## src/design/prqs_pkg.sv

```systemverilog
// Shared types, codes and helpers for the priority ready-queue scheduler.
// No dependencies.
`default_nettype none
package prqs_pkg;

   localparam int ID_W  = 5;
   localparam int LVL_W = 5;

   typedef enum logic [2:0] {
      OP_ENQUEUE   = 3'd0,
      OP_DEQUEUE   = 3'd1,
      OP_YIELD     = 3'd2,
      OP_SELECT    = 3'd3,
      OP_SET_LEVEL = 3'd4,
      OP_THRESHOLD = 3'd5
   } op_type;

   typedef enum logic [2:0] {
      ST_OK        = 3'd0,
      ST_NO_EFFECT = 3'd1,
      ST_NOT_RUN   = 3'd2,
      ST_EMPTY     = 3'd3,
      ST_BAD_THR   = 3'd4
   } status_type;

   // Bit 31 stands for level 0.
   function automatic logic [31:0] level_bit(input logic [LVL_W-1:0] lvl);
      level_bit = 32'h8000_0000 >> lvl;
   endfunction

   // Number of leading zeros, 32 for an empty mask.
   function automatic logic [5:0] lead_zeros(input logic [31:0] mask);
      logic [5:0] n;
      n = 6'd32;
      for (int i = 0; i < 32; i++) begin
         if (mask[i]) begin
            n = 6'(31 - i);
         end
      end
      lead_zeros = n;
   endfunction

endpackage
`default_nettype wire

```

## src/design/prqs_ram.sv

```systemverilog
// Generic single-write, single-read synchronous RAM with registered read data.
// No dependencies.
`default_nettype none
module prqs_ram #(
   parameter int WIDTH = 8,
   parameter int DEPTH = 32
) (
   input  wire logic                     clock,
   input  wire logic                     wr_en,
   input  wire logic [$clog2(DEPTH)-1:0] wr_addr,
   input  wire logic [WIDTH-1:0]         wr_data,
   input  wire logic                     rd_en,
   input  wire logic [$clog2(DEPTH)-1:0] rd_addr,
   output logic      [WIDTH-1:0]         rd_data
);
   logic [WIDTH-1:0] mem_ff [DEPTH];

   always_ff @(posedge clock) begin
      if (wr_en) begin
         mem_ff[wr_addr] <= wr_data;
      end
      if (rd_en) begin
         rd_data <= mem_ff[rd_addr];
      end
   end
endmodule
`default_nettype wire

```

## src/design/priority_ready_queue_scheduler.sv

```systemverilog
// Priority ready-queue scheduler: one operation at a time, rings kept in RAMs.
// A ring insertion into a non-empty level reads the head and then the tail before it
// writes the new links; a removal rewrites the neighbours' links directly.
// Throughput: the next item is accepted in the cycle after the result is taken.
// Reset (synchronous) clears the masks and queued flags; thread attributes read as
// the idle level until written, so there is no clearing pass.
// Depends on prqs_pkg and prqs_ram.
`default_nettype none
module priority_ready_queue_scheduler
   import prqs_pkg::*;
#(
   parameter int LEVELS  = 32,
   parameter int THREADS = 32
) (
   input  wire logic         clock,
   input  wire logic         reset,
   input  wire logic         req_valid,
   output logic              req_stall,
   input  wire logic [2:0]   req_opcode,
   input  wire logic [4:0]   req_thread_id,
   input  wire logic [4:0]   req_current_id,
   input  wire logic         req_current_valid,
   input  wire logic         req_runnable,
   input  wire logic [7:0]   req_new_level,
   input  wire logic [4:0]   req_user_level,
   input  wire logic [4:0]   req_inherited_level,
   output logic              rsp_valid,
   input  wire logic         rsp_stall,
   output logic [2:0]        rsp_status,
   output logic [4:0]        rsp_chosen_id,
   output logic [4:0]        rsp_old_user_threshold,
   output logic              rsp_need_reschedule,
   output logic [31:0]       rsp_ready_levels,
   output logic [31:0]       rsp_deferred_levels
);
   localparam int TW = $clog2(THREADS);
   localparam int HW = $clog2(LEVELS);
   localparam int AW = 3 * LVL_W;
   localparam logic [LVL_W-1:0] IDLE = LVL_W'(LEVELS - 1);
   localparam logic [31:0] LVL_MASK = ~(32'hFFFF_FFFF >> LEVELS);

   typedef enum logic [3:0] {
      S_IDLE, S_ATTR, S_REM, S_INS0, S_INS1, S_INS2, S_INS3, S_Y1, S_Y2, S_RESP
   } state_type;

   state_type state_ff;
   op_type op_ff;
   logic [ID_W-1:0] tid_ff, cur_ff, h_ff, tail_ff, chosen_ff, old_ff;
   logic tok_ff, cok_ff, run_ff, av_rd_ff, resched_ff, rsp_valid_ff;
   logic [7:0] nl_ff;
   logic [LVL_W-1:0] ul_ff, il_ff, lvl_ff;
   logic [5:0] top_ff;
   logic [AW-1:0] attr_ff;
   logic [31:0] ready_ff, preempt_ff;
   logic [THREADS-1:0] queued_ff, av_ff;
   status_type status_ff;

   logic hd_we, hd_re, nx_we, nx_re, pv_we, pv_re, at_we;
   logic [HW-1:0] hd_wa, hd_ra;
   logic [TW-1:0] nx_wa, nx_ra, pv_wa, pv_ra, at_wa, at_ra;
   logic [ID_W-1:0] hd_wd, hd_rd, nx_wd, nx_rd, pv_wd, pv_rd;
   logic [AW-1:0] at_wd, at_rd;

   prqs_ram #(.WIDTH(ID_W), .DEPTH(LEVELS)) u_head (
      .clock, .wr_en(hd_we), .wr_addr(hd_wa), .wr_data(hd_wd),
      .rd_en(hd_re), .rd_addr(hd_ra), .rd_data(hd_rd));
   prqs_ram #(.WIDTH(ID_W), .DEPTH(THREADS)) u_next (
      .clock, .wr_en(nx_we), .wr_addr(nx_wa), .wr_data(nx_wd),
      .rd_en(nx_re), .rd_addr(nx_ra), .rd_data(nx_rd));
   prqs_ram #(.WIDTH(ID_W), .DEPTH(THREADS)) u_prev (
      .clock, .wr_en(pv_we), .wr_addr(pv_wa), .wr_data(pv_wd),
      .rd_en(pv_re), .rd_addr(pv_ra), .rd_data(pv_rd));
   prqs_ram #(.WIDTH(AW), .DEPTH(THREADS)) u_attr (
      .clock, .wr_en(at_we), .wr_addr(at_wa), .wr_data(at_wd),
      .rd_en(req_valid && !req_stall), .rd_addr(at_ra), .rd_data(at_rd));

   logic accept;
   logic [TW-1:0] t_a, c_a;
   logic [AW-1:0] attr_q;
   logic [LVL_W-1:0] a_lvl, a_eff, a_usr, newl, eff;
   logic qt, qc, do_rem, do_yield, at_attr_wr, thr_ok, keep_cur;
   logic [5:0] ready_lz;
   state_type attr_next;

   assign accept = req_valid && !req_stall;
   assign req_stall = (state_ff != S_IDLE);
   assign t_a = TW'(tid_ff);
   assign c_a = TW'(cur_ff);
   assign attr_q = av_rd_ff ? at_rd : {IDLE, IDLE, IDLE};
   assign a_lvl = attr_q[AW-1 -: LVL_W];
   assign a_eff = attr_q[LVL_W +: LVL_W];
   assign a_usr = attr_q[LVL_W-1:0];
   assign newl = (nl_ff < 8'(LEVELS)) ? nl_ff[LVL_W-1:0] : IDLE;
   assign eff = (nl_ff[LVL_W-1:0] < il_ff) ? nl_ff[LVL_W-1:0] : il_ff;
   assign qt = queued_ff[t_a];
   assign qc = queued_ff[c_a];
   assign ready_lz = lead_zeros(ready_ff);
   assign thr_ok = tok_ff && (nl_ff <= {3'b000, ul_ff});
   assign keep_cur = cok_ff && run_ff && (cur_ff != hd_rd) && (top_ff >= {1'b0, a_eff});

   // Decisions taken once the attribute word is back.
   always_comb begin
      do_rem = 1'b0;
      do_yield = 1'b0;
      at_attr_wr = 1'b0;
      case (op_ff)
         OP_DEQUEUE: do_rem = tok_ff && qt;
         OP_YIELD: do_yield = cok_ff && qc && ((ready_ff & level_bit(a_lvl)) != 32'd0);
         OP_SET_LEVEL: begin
            do_rem = tok_ff && (a_lvl != newl) && qt && run_ff;
            at_attr_wr = tok_ff && (a_lvl != newl) && !qt;
         end
         OP_THRESHOLD: at_attr_wr = thr_ok;
         default: ;
      endcase
   end

   assign attr_next = do_rem ? S_REM :
                      do_yield ? S_Y1 :
                      (op_ff == OP_ENQUEUE && tok_ff && run_ff && !qt) ? S_INS0 : S_RESP;

   always_comb begin
      hd_we = 1'b0; hd_wa = HW'(lvl_ff); hd_wd = tid_ff;
      hd_re = 1'b0; hd_ra = HW'(lvl_ff);
      nx_we = 1'b0; nx_wa = t_a; nx_wd = tid_ff; nx_re = 1'b0; nx_ra = t_a;
      pv_we = 1'b0; pv_wa = t_a; pv_wd = tid_ff; pv_re = 1'b0; pv_ra = t_a;
      at_we = 1'b0; at_wa = t_a; at_wd = attr_ff;
      at_ra = (op_type'(req_opcode) == OP_YIELD || op_type'(req_opcode) == OP_SELECT)
              ? TW'(req_current_id) : TW'(req_thread_id);
      case (state_ff)
         S_IDLE: begin
            hd_re = accept && (op_type'(req_opcode) == OP_SELECT);
            hd_ra = HW'(lead_zeros(ready_ff));
         end
         S_ATTR: begin
            hd_ra = HW'(a_lvl);
            hd_re = do_rem || do_yield;
            nx_re = do_rem;
            pv_re = do_rem;
            at_we = at_attr_wr;
            at_wd = (op_ff == OP_THRESHOLD) ? {a_lvl, eff, nl_ff[LVL_W-1:0]}
                                            : {newl, a_eff, a_usr};
         end
         S_REM: begin
            if (nx_rd != tid_ff) begin
               nx_we = 1'b1; nx_wa = TW'(pv_rd); nx_wd = nx_rd;
               pv_we = 1'b1; pv_wa = TW'(nx_rd); pv_wd = pv_rd;
               hd_we = (hd_rd == tid_ff); hd_wd = nx_rd;
            end
            at_we = (op_ff == OP_SET_LEVEL);
            at_wd = {newl, attr_ff[2*LVL_W-1:0]};
         end
         S_INS0: begin
            if ((ready_ff & level_bit(lvl_ff)) == 32'd0) begin
               hd_we = 1'b1; nx_we = 1'b1; pv_we = 1'b1;
            end else begin
               hd_re = 1'b1;
            end
         end
         S_INS1: begin
            pv_re = 1'b1; pv_ra = TW'(hd_rd);
         end
         S_INS2: begin
            nx_we = 1'b1; nx_wd = h_ff;
            pv_we = 1'b1; pv_wd = pv_rd;
         end
         S_INS3: begin
            nx_we = 1'b1; nx_wa = TW'(tail_ff);
            pv_we = 1'b1; pv_wa = TW'(h_ff);
         end
         S_Y1: begin
            nx_re = 1'b1; nx_ra = TW'(hd_rd);
         end
         S_Y2: begin
            hd_we = (nx_rd != h_ff); hd_wd = nx_rd;
         end
         default: ;
      endcase
   end

   always_ff @(posedge clock) begin
      if (reset) begin
         state_ff <= S_IDLE;
         rsp_valid_ff <= 1'b0;
         ready_ff <= '0;
         preempt_ff <= '0;
         queued_ff <= '0;
         av_ff <= '0;
      end else begin
         if (at_we) begin
            av_ff[at_wa] <= 1'b1;
         end
         case (state_ff)
            S_IDLE: begin
               if (accept) begin
                  op_ff <= op_type'(req_opcode);
                  tid_ff <= req_thread_id;
                  cur_ff <= req_current_id;
                  tok_ff <= 32'(req_thread_id) < THREADS;
                  cok_ff <= req_current_valid && (32'(req_current_id) < THREADS);
                  run_ff <= req_runnable;
                  nl_ff <= req_new_level;
                  ul_ff <= req_user_level;
                  il_ff <= req_inherited_level;
                  top_ff <= lead_zeros(ready_ff);
                  av_rd_ff <= av_ff[at_ra];
                  status_ff <= ST_NO_EFFECT;
                  chosen_ff <= '0;
                  old_ff <= '0;
                  resched_ff <= 1'b0;
                  state_ff <= S_ATTR;
               end
            end
            S_ATTR: begin
               lvl_ff <= a_lvl;
               attr_ff <= attr_q;
               state_ff <= attr_next;
               rsp_valid_ff <= (attr_next == S_RESP);
               case (op_ff)
                  OP_ENQUEUE: begin
                     if (tok_ff && !run_ff) begin
                        status_ff <= ST_NOT_RUN;
                     end
                  end
                  OP_SELECT: begin
                     if (top_ff >= 6'(LEVELS)) begin
                        status_ff <= ST_EMPTY;
                     end else begin
                        status_ff <= ST_OK;
                        if (keep_cur) begin
                           chosen_ff <= cur_ff;
                           if (a_eff != a_lvl) begin
                              preempt_ff <= preempt_ff | level_bit(a_lvl);
                           end
                        end else begin
                           chosen_ff <= hd_rd;
                           preempt_ff <= preempt_ff & ~level_bit(top_ff[LVL_W-1:0]);
                        end
                     end
                  end
                  OP_SET_LEVEL: begin
                     if (at_attr_wr) begin
                        status_ff <= ST_OK;
                     end else if (tok_ff && (a_lvl != newl) && !do_rem) begin
                        status_ff <= ST_NOT_RUN;
                     end
                  end
                  OP_THRESHOLD: begin
                     if (thr_ok) begin
                        status_ff <= ST_OK;
                        old_ff <= a_usr;
                        if (cok_ff && (cur_ff == tid_ff) && (eff > a_usr)) begin
                           if (ready_lz < {1'b0, eff}) begin
                              resched_ff <= 1'b1;
                              preempt_ff <= preempt_ff & ~level_bit(a_lvl);
                           end else if (eff == a_lvl) begin
                              preempt_ff <= preempt_ff & ~level_bit(a_lvl);
                           end
                        end
                     end else if (tok_ff) begin
                        status_ff <= ST_BAD_THR;
                     end
                  end
                  default: ;
               endcase
            end
            S_REM: begin
               if (nx_rd == tid_ff) begin
                  ready_ff <= ready_ff & ~level_bit(lvl_ff);
               end
               queued_ff[t_a] <= 1'b0;
               if (op_ff == OP_SET_LEVEL) begin
                  lvl_ff <= newl;
                  state_ff <= S_INS0;
               end else begin
                  status_ff <= ST_OK;
                  state_ff <= S_RESP;
                  rsp_valid_ff <= 1'b1;
               end
            end
            S_INS0: begin
               if ((ready_ff & level_bit(lvl_ff)) == 32'd0) begin
                  ready_ff <= ready_ff | level_bit(lvl_ff);
                  queued_ff[t_a] <= 1'b1;
                  status_ff <= ST_OK;
                  state_ff <= S_RESP;
                  rsp_valid_ff <= 1'b1;
               end else begin
                  state_ff <= S_INS1;
               end
            end
            S_INS1: begin
               h_ff <= hd_rd;
               state_ff <= S_INS2;
            end
            S_INS2: begin
               tail_ff <= pv_rd;
               state_ff <= S_INS3;
            end
            S_INS3: begin
               queued_ff[t_a] <= 1'b1;
               status_ff <= ST_OK;
               state_ff <= S_RESP;
               rsp_valid_ff <= 1'b1;
            end
            S_Y1: begin
               h_ff <= hd_rd;
               state_ff <= S_Y2;
            end
            S_Y2: begin
               if (nx_rd != h_ff) begin
                  status_ff <= ST_OK;
               end
               state_ff <= S_RESP;
               rsp_valid_ff <= 1'b1;
            end
            S_RESP: begin
               if (!rsp_stall) begin
                  rsp_valid_ff <= 1'b0;
                  state_ff <= S_IDLE;
               end
            end
            default: state_ff <= S_IDLE;
         endcase
      end
   end

   assign rsp_valid = rsp_valid_ff;
   assign rsp_status = status_ff;
   assign rsp_chosen_id = chosen_ff;
   assign rsp_old_user_threshold = old_ff;
   assign rsp_need_reschedule = resched_ff;
   assign rsp_ready_levels = ready_ff;
   assign rsp_deferred_levels = preempt_ff;

   a_resp_state: assert property (@(posedge clock) disable iff (reset)
      rsp_valid_ff |-> state_ff == S_RESP)
      else $error("result offered outside the response state");
   a_accept_busy: assert property (@(posedge clock) disable iff (reset)
      accept |=> state_ff == S_ATTR && !rsp_valid_ff)
      else $error("accepted item did not start its operation");
   a_ready_range: assert property (@(posedge clock) disable iff (reset)
      (ready_ff & ~LVL_MASK) == 32'd0 && (preempt_ff & ~LVL_MASK) == 32'd0)
      else $error("mask bit set for a level that does not exist");
   a_resched_ok: assert property (@(posedge clock) disable iff (reset)
      rsp_valid_ff && resched_ff |-> status_ff == ST_OK)
      else $error("reschedule flagged on a failed operation");
endmodule
`default_nettype wire

```

## config.mk

```make
export PLATFORM = sky130hd
export DESIGN_NAME = priority_ready_queue_scheduler
export DESIGN_NICKNAME = d
export VERILOG_FILES = /design/src/design/prqs_pkg.sv /design/src/design/prqs_ram.sv /design/src/design/priority_ready_queue_scheduler.sv
export SDC_FILE = /design/constraint.sdc
export NUM_CORES = 2
export LEC_CHECK = 0
export BUFFER_PORTS_ARGS = -buffer_cell sky130_fd_sc_hd__clkbuf_2
export CORE_MARGIN = 2
export CORE_UTILIZATION = 50
export CTS_CLUSTER_DIAMETER = 40
export CTS_CLUSTER_SIZE = 16
export DETAILED_ROUTE_END_ITERATION = 10
export GPL_TIMING_DRIVEN = 0
export PLACE_DENSITY_LB_ADDON = 0.08
export SYNTH_ARGS = -nofsm -noshare
export SYNTH_HDL_FRONTEND = slang
export SYNTH_HIERARCHICAL = 1
export SYNTH_SLANG_ARGS = --single-unit
```

## constraint.sdc

```tcl
create_clock -name clock -period 5.5 [get_ports clock]
set_input_delay 1.65 -clock clock [delete_from_list [all_inputs] [get_ports clock]]
set_output_delay 1.65 -clock clock [all_outputs]
set_load 0.005 [all_outputs]
```

After elaboration in Yosys (flattened, before gate mapping)

Memories as Yosys holds them, arrays and structs flattened. A register that Yosys moved wholly into a read port is not among the register bits.
Cells that the tools add are included.

Shift-type cells: 3
Multiplexer cells: 127
Equal/unequal tests: 47
Bitwise operators: 15
Reductions and logical operators: 51
Magnitude comparators: 11

Operator list:

| kind                    | count |
|---|---|
| $mux W32                | 10 |
| $and A32 B32 Y32        | 6 |
| $mux W6                 | 32 |
| $not A32 Y32            | 4 |
| $or A32 B32 Y32         | 4 |
| $pmux W32 S2            | 2 |
| $pmux W32 S3            | 1 |
| $shr A32 B5 Y32 const A | 3 |
| $pmux W5 S2             | 9 |
| $mux W5                 | 14 |
| $pmux W4 S9             | 1 |
| $logic_not A32 Y1       | 1 |
| $reduce_bool A32 Y1     | 1 |
| $mux W15                | 2 |
| $pmux W15 S2            | 1 |
| $mux W4                 | 7 |
| $ne A2 B2 Y1 const B    | 14 |
| $ne A5 B5 Y1            | 5 |
| $mux W3                 | 8 |
| $mux W1                 | 23 |
| $eq A5 B5 Y1            | 4 |
| $lt A5 B6 Y1 const B    | 3 |
| $pmux W3 S6             | 1 |
| $eq A4 B3 Y1 const B    | 4 |
| 44 further kinds        | 94 |

Register bits: 217
Input port bits: 37
RAM bits: 960
Memories: 4
Output and inout port bits: 80
Word-level logic and storage cells: 282

Memories:

| name          | depth | width | rd ports | clocked after Yosys merged registers in | write ports | RTL line       | source |
|---|---|---|---|---|---|---|---|
| u_attr.mem_ff | 32    | 15    | 1        | 1                                       | 1           | prqs_ram.sv:16 | `logic [WIDTH-1:0] mem_ff [DEPTH];` |
| u_head.mem_ff | 32    | 5     | 1        | 1                                       | 1           | prqs_ram.sv:16 |  |
| u_next.mem_ff | 32    | 5     | 1        | 1                                       | 1           | prqs_ram.sv:16 |  |
| u_prev.mem_ff | 32    | 5     | 1        | 1                                       | 1           | prqs_ram.sv:16 |  |

Depth between registers and ports, before layout

Word-level depth: 38
Gate-level depth with buffers: 19
Depth with buffers taken out: 17

By module

The synthesis kept the hierarchy.

Modules (own cells, without submodules):

| module                         | cells each | seq. area each (µm²) | times used | area each (µm²) |
|---|---|---|---|---|
| prqs_ram (u_attr)              | 1075       | 14864.3              | 1          | 19358.6 |
| prqs_ram (u_head ...)          | 277        | 4954.8               | 3          | 6394.9 |
| priority_ready_queue_scheduler | 1472       | 5185.0               | 1          | 13145.1 |

Least setup slack after synthesis

Ideal clock, no wire load.

Path type: input -> register
From: input port req_opcode[2]
To: register u_attr.rd_data[0] (read register of u_attr.mem_ff) (data pin)
Cell stages on the path: 13
Path slack: 1.282 ns
Setup time: 0.263 ns
Required time: 5.237 ns
Buffers on the path: 6
Arrival time: 3.955 ns
Path through: nand2b_1 clkbuf_1 mux2i_2 buf_2 inv_1 buf_4 buf_6 buf_12 buf_6 mux2i_1 nand2_1 a31oi_1 nand3_1

Word-level cells in the longest chain between the ends: 3
Elaborated cells on any way between the ends: 4
Classes of those cells: eq/ne (2); mux (1); reduce/logical (1)

RTL lines:

| what                 | RTL line                              | source |
|---|---|---|
| start, declared      | priority_ready_queue_scheduler.sv:19  | `input wire logic [2:0] req_opcode,` |
| $eq A3 B2 Y1         | priority_ready_queue_scheduler.sv:128 | `at_ra = (op_type'(req_opcode) == OP_YIELD \|\| op_type'(req_opcode) == OP_SELECT)` |
| $logic_or A1 B1 Y1 * | priority_ready_queue_scheduler.sv:128 |  |
| $mux W5 *            | priority_ready_queue_scheduler.sv:129 | `? TW'(req_current_id) : TW'(req_thread_id);` |
| via at_ra[0]         | priority_ready_queue_scheduler.sv:60  | `logic [TW-1:0] nx_wa, nx_ra, pv_wa, pv_ra, at_wa, at_ra;` |
| end, declared        | prqs_ram.sv:14                        | `output logic [WIDTH-1:0] rd_data` |

Mark *: on every way through the listed nets, which the timed path passes. The rest lies on a longest branch.
A chain may end at the register's enable or synchronous reset.

Worst setup path after layout

From: register tid_ff[1] (netlist: at_wa[1])
To: memory u_attr/mem_ff[10][8] (netlist bit), enable pin

Word-level cells in the longest chain between the ends: 8

RTL lines:

| what                          | RTL line                              | source |
|---|---|---|
| start, declared               | priority_ready_queue_scheduler.sv:48  | `logic [ID_W-1:0] tid_ff, cur_ff, h_ff, tail_ff, chosen_ff, old_ff;` |
| start signal, assigned        | priority_ready_queue_scheduler.sv:197 | `tid_ff <= req_thread_id;` |
| $bmux W1 S5                   | priority_ready_queue_scheduler.sv:95  | `assign qt = queued_ff[t_a];` |
| $mux W1 (implied by the code) | priority_ready_queue_scheduler.sv:95  |  |
| $logic_not A1 Y1              | priority_ready_queue_scheduler.sv:111 | `at_attr_wr = tok_ff && (a_lvl != newl) && !qt;` |
| $logic_and A1 B1 Y1           | priority_ready_queue_scheduler.sv:111 |  |
| $pmux W1 S2                   | priority_ready_queue_scheduler.sv:106 | `case (op_ff)` |
| $pmux W1 S2                   | priority_ready_queue_scheduler.sv:130 | `case (state_ff)` |
| via at_we                     | priority_ready_queue_scheduler.sv:58  | `logic hd_we, hd_re, nx_we, nx_re, pv_we, pv_re, at_we;` |
| $mux W1                       | prqs_ram.sv:19                        | `if (wr_en) begin` |
| $mux W1 (implied by the code) | prqs_ram.sv:20                        | `mem_ff[wr_addr] <= wr_data;` |
| end, declared                 | prqs_ram.sv:16                        |  |

The timed path passes the listed nets, and every way through them passes these cells. The select of a mux whose other input is x is not followed.

==> summary.md <==
| Metric | Value |
|---|---|
| Status | complete, no violations |
| WS Path Type | reg -> reg |
| Register area | 34900 sq um |
| Post-Route Setup TNS | 0 ps |
| Area grow syn2layout | 16.4% |
| DRT Pass-1 Iters | 6 |
| Initial Utilization | 0.506 |
| Placed cells | 4879 |
| Clock Skew | 23.4 ps |
| EDFF count, synth | 1074 |
| Worst setup SP type | flip-flop |
| Min Tclk post-route | 5300 ps |
| RSZ-0062 raised after global routing | false |
| DR vias/cell | 6.22 |
| CP max FO | 15 |
| # rows | 117 |
| Root buffer cell | clkbuf_16 |
| Slew Limit Headroom | 0.0657 |
| Hold Path Class | reg -> reg |
| Area of the multi-input gates | 15800 sq um |
| CTS Buf Count | 155 |
| Post-synthesis sequential area ratio | 0.675 |
| Port buffer count | 116 |
| Max rail drop VDD | 0.313 mV |
| Worst-Margin Slew | 1390 ps |
| Main flop type after synthesis | edfxtp_1 |
| Post-CTS Setup Bufs | 0 |
| Mapped Avg Cell Area | 15.3 sq um |
| Final WL | 140000 um |
| Die width | 326 um |
| First-pass GRT wire length | 206000 um |
| Worst-Skew Late Latency | 770 ps |
| Routed Antenna Nets | 0 |
| Core Box Area | 102000 sq um |
| F_max | 189 MHz |
| Via Count | 32200 |
| Initial DRC count | 3313 |
| FF+latch count, synth | 1207 |
| Vias in the first global route | 31600 |
| Post-route insts no fill | 5176 |
| Place WS | -484 ps |
| Initial antenna violation count | 6 |
| Final setup vio count | 0 |
| Post-synth ARST share | 0 |
| Layout Nets | 3733 |
| Critical path required time | 5870 ps |
| CTS tree | yes |
| Crit share post-route | 0.963 |
| Share of cells above drive strength 1 | 0.208 |
| Worst Path Arrival | 5660 ps |
| FILL cells | 7895 |
| Largest net degree at the start of global routing | 33 |
| Worst Setup End Kind | flip-flop |
| DR WL/cell | 27.1 um |
| Netlist cell types | 85 |
| Area contributors post-synth | edfxtp_1, mux4_2, mux2i_1 |
| Final setup margin | 205 ps |
| Synth Cell Area | 51700 sq um |
| GPL Wtd Cong | 0.962 |
| CTS Buffer Depth | 3 |
| Die area | 106000 sq um |
| Fin. Hold Viols | 0 |
| Worst-path clk slew | 50 ps |
| Most numerous cell in the Yosys netlist | edfxtp_1 |
| Gr usage total | 0.262 |
| Max cap viols | 0 |
| Total gr overflow | 0 |
| Clock sinks | 1207 |
| # DRC | 0 |
| Syn Inst Count | 3378 |
| Final max-slew violation count | 0 |
| Pleak | 20.1 nW |
| Top cell type by total area after synthesis | edfxtp_1 |
| Die H | 326 um |
| Htree depth | 4 |
| Yosys warns | 6 |
| Post-synth top cells | edfxtp_1, mux2i_1, nor2_1 |
| HPWL Detailed | 97600 um |
| Power per cell area | 377 nW/um^2 |
| Ports | 117 |
| Synth top area share | 0.624 |
| Net Count, Synth | 3438 |
[routing by layer]
| layer | routed length [um] | track usage | vias up |
|---|---|---|---|
| li1 | - | - | 14000 |
| met1 | 60700 | 0.382 | 16300 |
| met2 | 63100 | 0.392 | 1603 |
| met3 | 13100 | 0.0620 | 248 |
| met4 | 3460 | 0.0791 | 6 |
| met5 | 40 | 0 | - |
[critical path: stages (launching register included)]
cell,delay [ps]
edfxtp_1,430
buf_2,280
clkbuf_1,520
mux4_2,430
a22oi_2,200
nand4_2,210
a21oi_2,170
a21oi_1,100
nor2_1,100
a31oi_1,50
nor2_1,340
nand3b_1,750
nor2_1,1300
[final timing paths]
path	startpoint	end	slack, ps	cells after the start
max	at_wa[1]	u_attr/mem_ff[10][8]	200	12
min	av_ff[27]	av_ff[27]	460	1
max reg2reg	at_wa[1]	u_attr/mem_ff[10][8]	200	12
min reg2reg	av_ff[27]	av_ff[27]	460	1
[sequential cells by signal, summed over array words and instances, names as in the netlist, 6 cells and up, named ones only]
register and flops:
av_ff 32, u_head/mem_ff 160, rsp_deferred_levels 32, u_prev/mem_ff 160, u_attr/mem_ff 480, nl_ff 8
u_attr/rd_data 15, u_next/mem_ff 160, attr_ff 15, top_ff 6
[per-stage QoR]
step,area [sq um],hold slack [ps],utilization,power [W]
6_report,60200,462,0.589,0.0227
3_3_place_gp,54000,438,0.528,0.0122
5_1_grt,60200,480,0.589,0.0233
3_5_place_dp,54500,447,0.534,0.0123
4_1_cts,60100,460,0.588,0.0228
2_1_floorplan,51700,425,-,0.0115
[cells by family after synthesis]
group	after synthesis	share of synthesized area
flip-flops	1207	0.675
multiplexers	491	0.137
AO/OA/AOI/OAI	611	0.0818
buffers and inverters	259	0.0242
adder cells (fa/ha/maj)	23	0.00557
XOR/XNOR	39	0.00661
AND/OR/NAND/NOR	748	0.0689
[power by group]
| part | internal (W) | leakage, nW | switching (W) |
|---|---|---|---|
| registers | 0.0102 | 10.7 | 0.0000661 |
| logic | 0.000664 | 6.70 | 0.00124 |
| clock network | 0.00640 | 2.66 | 0.00412 |
| total | 0.0173 | 20.1 | 0.00543 |
[area by class of cell]
cell class                      instances  share of cell area
Sequential cell                      1207               0.580
Timing Repair Buffer                  138              0.0163
Clock buffer                          174              0.0685
Multi-Input combinational cell       1912               0.262
Clock inverter                        116              0.0231
Buffer                                206              0.0175
Inverter                               53             0.00331
Antenna cell                            2           0.0000832
Tap cell                             1368              0.0284
[layout by cell type, fill, tap and decap left out, types with 42 or more instances in the layout]
master / count
a211oi_1: 51
nor3_1: 42
buf_2: 50
nor2_1: 230
mux2_2: 42
a22oi_1: 78
edfxtp_1: 1074
o21ai_0: 63
inv_1: 48
mux2i_1: 271
mux4_2: 170
clkbuf_16: 163
a21oi_1: 130
o22ai_1: 54
clkbuf_1: 117
clkbuf_2: 116
dfxtp_1: 133
nand2_1: 178
nand3_1: 77
[timing repair]
action | in CTS | in global routing
hold buffers | 0 | 0
resized for setup | 0 | 2
setup endpoints to repair | 0 | 6
Note: power is estimated with default switching activity, not from simulation.
